**src/sv/assert_macros.svh**
```systemverilog
// Assertion macros shared by the RTL files.
`ifndef ASSERT_MACROS_SVH
`define ASSERT_MACROS_SVH

`ifndef SYNTH

// Same-cycle implication, checked while out of reset.
`define ASSERT_IMPLY(label, clk, rst_n, ante, cons) \
    label: assert property (@(posedge clk) disable iff (!(rst_n)) (ante) |-> (cons)) \
        else $error("assertion failed: ante implies cons");

// Next-cycle implication, checked while out of reset.
`define ASSERT_NEXT(label, clk, rst_n, ante, cons) \
    label: assert property (@(posedge clk) disable iff (!(rst_n)) (ante) |=> (cons)) \
        else $error("assertion failed: ante implies cons next cycle");

`else

`define ASSERT_IMPLY(label, clk, rst_n, ante, cons)
`define ASSERT_NEXT(label, clk, rst_n, ante, cons)

`endif

`endif

```
**src/sv/bpa_pkg.sv**
```systemverilog
// Types, constants and field widths for the bitplane pixel access block.
package bpa_pkg;

    localparam int WORD_W          = 16;
    localparam int NUM_BANKS       = 4;
    localparam int BANK_SEL_W      = 2;
    localparam int X_W             = 10;
    localparam int Y_W             = 9;
    localparam int COL_W           = 4;
    localparam int MODE_W          = 2;
    localparam int ROW_CALC_W      = 12;
    localparam int BIT_SEL_W       = 4;
    localparam int STORE_WORDS_DEF = 16384;

    // Words per scan line, and the same in bank rows.
    localparam int LINE_WORDS_LO   = 80;
    localparam int LINE_WORDS_HI   = 40;
    localparam int LINE_ROWS_LO    = LINE_WORDS_LO / NUM_BANKS;
    localparam int LINE_ROWS_HI    = LINE_WORDS_HI / NUM_BANKS;

    localparam logic [WORD_W-1:0] MSB_MASK = 16'h8000;

    localparam logic [X_W-1:0] WIDTH_LO  = 10'd320;
    localparam logic [X_W-1:0] WIDTH_HI  = 10'd640;
    localparam logic [Y_W-1:0] HEIGHT_LO = 9'd200;
    localparam logic [Y_W-1:0] HEIGHT_HI = 9'd400;

    typedef enum logic [MODE_W-1:0] {
        MODE_LOW4  = 2'd0,
        MODE_MED2  = 2'd1,
        MODE_HIGH1 = 2'd2,
        MODE_NONE  = 2'd3
    } t_mode;

    typedef enum logic [1:0] {
        ST_CLEAR = 2'd0,
        ST_IDLE  = 2'd1,
        ST_BUSY  = 2'd2
    } t_state;

    // Decoded access: where the plane words lie and whether to touch them.
    typedef struct packed {
        logic                  skip;
        logic                  range_err;
        t_mode                 mode;
        logic [ROW_CALC_W-1:0] row;
        logic [BANK_SEL_W-1:0] base_bank;
        logic [BIT_SEL_W-1:0]  bit_sel;
    } t_access;

endpackage

```
**src/sv/bpa_addr.sv**
```systemverilog
// Coordinate decode: range check, bank row, first bank and bit position.
module bpa_addr (
    input  bpa_pkg::t_mode             i_mode,
    input  logic [bpa_pkg::X_W-1:0]    i_x,
    input  logic [bpa_pkg::Y_W-1:0]    i_y,
    output bpa_pkg::t_access           o_acc
);
    import bpa_pkg::*;

    logic [ROW_CALC_W-1:0] y_lo;
    logic [ROW_CALC_W-1:0] y_hi;
    logic                  err;

    // A word group spans 4 words in low mode and 2 in medium; either way a line is 80 words, so 20 rows.
    assign y_lo = ROW_CALC_W'(i_y) * ROW_CALC_W'(LINE_ROWS_LO);
    assign y_hi = ROW_CALC_W'(i_y) * ROW_CALC_W'(LINE_ROWS_HI);

    always_comb begin
        err             = 1'b0;
        o_acc.skip      = 1'b0;
        o_acc.mode      = i_mode;
        o_acc.bit_sel   = i_x[3:0];
        o_acc.row       = '0;
        o_acc.base_bank = '0;
        unique case (i_mode)
            MODE_LOW4: begin
                err       = (i_x >= WIDTH_LO) || (i_y >= HEIGHT_LO);
                o_acc.row = y_lo + ROW_CALC_W'(i_x[9:4]);
            end
            MODE_MED2: begin
                err             = (i_x >= WIDTH_HI) || (i_y >= HEIGHT_LO);
                o_acc.row       = y_lo + ROW_CALC_W'(i_x[9:5]);
                o_acc.base_bank = {i_x[4], 1'b0};
            end
            MODE_HIGH1: begin
                err             = (i_x >= WIDTH_HI) || (i_y >= HEIGHT_HI);
                o_acc.row       = y_hi + ROW_CALC_W'(i_x[9:6]);
                o_acc.base_bank = i_x[5:4];
            end
            MODE_NONE: begin
                o_acc.skip = 1'b1;
            end
            default: begin
                o_acc.skip = 1'b1;
            end
        endcase
        o_acc.range_err = err;
        if (err) begin
            o_acc.skip = 1'b1;
        end
    end

endmodule

```
**config.mk**
```make
export PLATFORM = sky130hd
export DESIGN_NAME = bpa_addr
export DESIGN_NICKNAME = d
export VERILOG_FILES = /design/src/sv/assert_macros.svh /design/src/sv/bpa_pkg.sv /design/src/sv/bpa_addr.sv
export SDC_FILE = /design/constraint.sdc
export NUM_CORES = 1
export LEC_CHECK = 0
export ABC_AREA = 1
export BUFFER_PORTS_ARGS = -buffer_cell sky130_fd_sc_hd__buf_4
export CAP_MARGIN = 0
export CORE_MARGIN = 2
export CORE_UTILIZATION = 30
export DETAILED_ROUTE_END_ITERATION = 10
export PLACE_DENSITY = 0.57
export REMOVE_ABC_BUFFERS = 1
export SLEW_MARGIN = 20
export SYNTH_ARGS = -nofsm -noshare
export SYNTH_HDL_FRONTEND = slang
export SYNTH_SLANG_ARGS = --single-unit
```
**constraint.sdc**
```tcl
create_clock -name vclk -period 2.1
set_clock_uncertainty 0.05 [all_clocks]
set_input_delay 0.105 -clock vclk [all_inputs]
set_output_delay 0.105 -clock vclk [all_outputs]
set_load 0.01 [all_outputs]
```
* Word-level counts from Yosys, hierarchy flattened
Cells that the tools add are included.
** Cells by class
- $add $sub $neg :: 3
- Multipliers :: 2
- Div/mod/pow operators :: 0
- $lt $le $gt $ge :: 4
- Equality and inequality tests :: 3
- Shifts and indexed selects :: 0
- Mux-type cells :: 5
- Bitwise gates (word level) :: 0
- Reductions and logical operators :: 4
** Operators with widths (count)
- 12-bit one-hot mux with 3 select lines :: 1
- 12-bit by 4-bit adder with 12-bit output :: 1
- 12-bit by 5-bit adder with 12-bit output :: 1
- 12-bit by 6-bit adder with 12-bit output :: 1
- 9-bit by 3-bit multiplier with 11-bit output, second input constant :: 1
- 10-bit >= comparator, second input constant :: 1
- 10-bit by 9-bit >= comparator with 1-bit output, second input constant :: 1
- 9-bit by 3-bit multiplier with 10-bit output, second input constant :: 1
- 9-bit by 8-bit >= comparator with 1-bit output, second input constant :: 1
- 9-bit >= comparator, second input constant :: 1
- 2-bit equality test, second input constant :: 2
- 2-bit one-hot mux with 2 select lines :: 1
- 1-bit logical OR :: 3
- 1-bit one-hot mux with 3 select lines :: 1
- 2-bit by 1-bit equality test with 1-bit output, second input constant :: 1
- 2-bit logical NOT :: 1
- 1-bit two-way mux :: 2
** Storage, ports and cells
- Flip-flop bits (word level) :: 0
- Latch bits :: 0
- RAM bits :: 0
- ROM bits :: 0
- Output and inout bits :: 22
- Logic and storage cells :: 21
- Memories kept :: 0

* Depth between registers and ports, before layout
- Depth after elaboration :: 4
- Depth in mapped cells :: 15

* Worst setup path after synthesis
Ideal clock, no wire load.
- Kind :: input to output
- From :: input port i_mode[1]
- To :: output port o_acc[16] in the netlist's numbering
- Arrival time :: 2090 ps
- Data required time :: 1945 ps
- Path slack :: -145 ps
- Cell stages on the path :: 15
- Buffers on the path :: 1
- Path through :: inv_1 > ha_1 > clkbuf_1 > nand2_1 > o21ai_0 > ha_1 > inv_1 > fa_1 > nor2_1 > nor2_1 > inv_1 > nand4_1 > o21ai_0 > nand3_1 > a21oi_1
** RTL lines
- start, declared :: RTL line bpa_addr.sv:3 : input bpa_pkg::t_mode i_mode,
- end, declared :: RTL line bpa_addr.sv:6 : output bpa_pkg::t_access o_acc

==> out/metrics.yaml <==
die:
  num_rows: 24
  die-area_um2: 5261
  die_h_um: 72.53
  core_um2: 4444
  ios: 43
  fp.dieW_um: 72.53
  initial_utilization: 0.3170
sta:
  timing.final.ws_setup_ns: -0.1462
  hold_ws_ns: 0.1601
  fin_crit_sh: 1.070
  setup_viol: 6
  maxSlewViolCount: 0
  rsz0062_at_grt: "yes"
  hold_viol_final: 0
  min_period_ns: 2.246
  timing.setup.tns_ns: -0.5805
  slew-limit-headroom: 0.6114
  worst_pin_slew_ns: 0.5830
  fmax_mhz: 445.2
place:
  place_hpwl_mm: 3.508
  place.gp.congestion: 0.8129
  dp_cells: 357
  post-place-ws_ns: -0.3958
  port_buffers: 35
  dpl_cell_area_um2: 1962
final_layout:
  design.seq.count: 0
  fillers: 458
  diodes: 0
  final_area_um2: 2342
  area_growth_pct: 66.25
  clockBufferCount: 0
  layout_common_cells: "buf_4 (79), nand2_1 (55), inv_1 (33)"
  final_common_cell: "buf_4"
  ff_latch_area_um2: 0
  nNetsFinal: 367
  drive_above_1_share: 0.4430
  final_cells: 368
  utilization: 0.5270
logic_synthesis:
  synth_warnings: 0
  syn_inst: 241
  ys_seq_area_frac: 0
  synthAdderAreaFrac: 0.2647
  synth_mux_area_frac: 0
  syn_avg_cell_area_um2: 5.846
  synth_xor_area_frac: 0.01776
  synth_top_family_by_area: "simple AND/OR/NAND/NOR gates"
  synth_compound_area_frac: 0.1954
  syn_area_um2: 1409
  ys_types: 27
  synthSimpleGateAreaFrac: 0.3650
pwr:
  ir_drop_v: 0.0001388
  clkPwrFrac: 0
  total_power_mw: 0.8962
  p_int_mw: 0.4348
  combinationalPowerShare: 1.000
  p_seq_frac: 0
  swShare: 0.5148
  leakage_nw: 1.194
  power_switching_mw: 0.4614
  power.density_nw_per_um2: 382.6
setup_path:
  cp.required_ns: 1.95
  crit_fanout: 6
  endpoint_kind: "primary output"
  crit_start: "i_mode[0]"
  startpoint_type: "input pin"
  worstPathArrival_ns: 2.09
  criticalPathCategory: "in -> out"
detailed_routing:
  ant_nets: 0
  finalWirelength_mm: 4.797
  post_drt_via_cell_ratio: 4.878
  drc: 0
  first_pass_iters: 4
  vias: 1795
  wire_per_inst_um: 13.04
  drtIter0Drc: 79
outcome:
  violations: "negative setup slack"
  status: "complete, but fails checks"
worst_hold_path:
  hold_class: "in -> out"
  holdPathStages: 0
  worstHoldStart: "i_x[2]"
grt:
  grt_pass1_wl_mm: 7.431
  grt-ovfl-total: 0
  grt_max_degree: 12
  antenna_found_initial: 0
  grtUsageTotal: 0.1714
  grt_pass1_vias: 1676
run:
  drv_cap: 0
-- cells by family (layout without fill, tap and decap cells) --
family,after synthesis,count (layout)
and+or+nand+nor,112,112
xor gates and xnor gates,2,2
AOI/OAI and AO/OA,49,49
buffers and inverters,50,125
adders and majority gates,28,28
-- power groups by stage --
stage / logic, mW / registers, mW / clock network [mW]
floorplan: 0.396 / 0 / 0
global placement: 0.701 / 0 / 0
detailed placement: 0.703 / 0 / 0
CTS: 0.783 / 0 / 0
global route: 0.983 / 0 / 0
finish: 0.896 / 0 / 0
-- path summary, 6_finish.rpt --
check,to,slack [ns]
setup / recovery,o_acc[16],-0.15
hold / removal,o_acc[2],0.16
-- synthesized netlist by cell type --
cell type	count	area share
a31o_2	1	0.0062
nor2_4	2	0.016
o21ai_0	16	0.057
nand4_1	7	0.031
a21boi_0	1	0.0053
nor2_2	1	0.0044
nand2_2	2	0.0089
nand3_2	3	0.021
o31ai_1	2	0.011
buf_4	9	0.048
clkbuf_1	2	0.0053
o21a_1	1	0.0053
inv_2	3	0.0080
o211ai_1	2	0.011
xor2_2	1	0.012
nor2_1	9	0.024
or2_2	1	0.0044
nand3_1	25	0.089
a22o_1	1	0.0062
inv_1	36	0.096
a21oi_2	2	0.012
xor2_1	1	0.0062
a21oi_1	23	0.082
nand2_1	61	0.16
ha_1	25	0.22
fa_1	3	0.043
nor3_1	1	0.0035
-- critical path, stage by stage --
cell	delay (ns)
buf_4	0.12
ha_4	0.18
buf_4	0.14
nand2_1	0.05
o21ai_1	0.06
ha_1	0.36
buf_6	0.13
nand2_2	0.04
nor2_2	0.07
nor2_1	0.05
inv_1	0.10
nand4_1	0.16
o21ai_1	0.16
nand3_1	0.10
a21oi_2	0.13
buf_4	0.14
-- cell type report --
class	instances	area, um^2	share of cell area
Multi-Input combinational cell	191	1449	0.6186
Inverter	39	148.9	0.06357
Tap cell	52	65.06	0.02778
Timing Repair Buffer	86	679.4	0.2901
-- metal layers --
metal	vias to the layer above	global-route usage	wire length [um]	part of all wire
li1	946	-	-	-
met1	795	0.2225	2036	0.42
met4	0	0.02469	96	0.020
met3	10	0.009722	204	0.043
met5	-	0	0	0
met2	44	0.3162	2459	0.51
-- repair_timing --
action,4_1_cts,5_1_grt
hold buffers,0,0
pin swaps,24,28
resized for setup,41,30
endpoints found under the setup margin,8,7
setup buffers,4,7
Power figures use the tool's default switching activity.
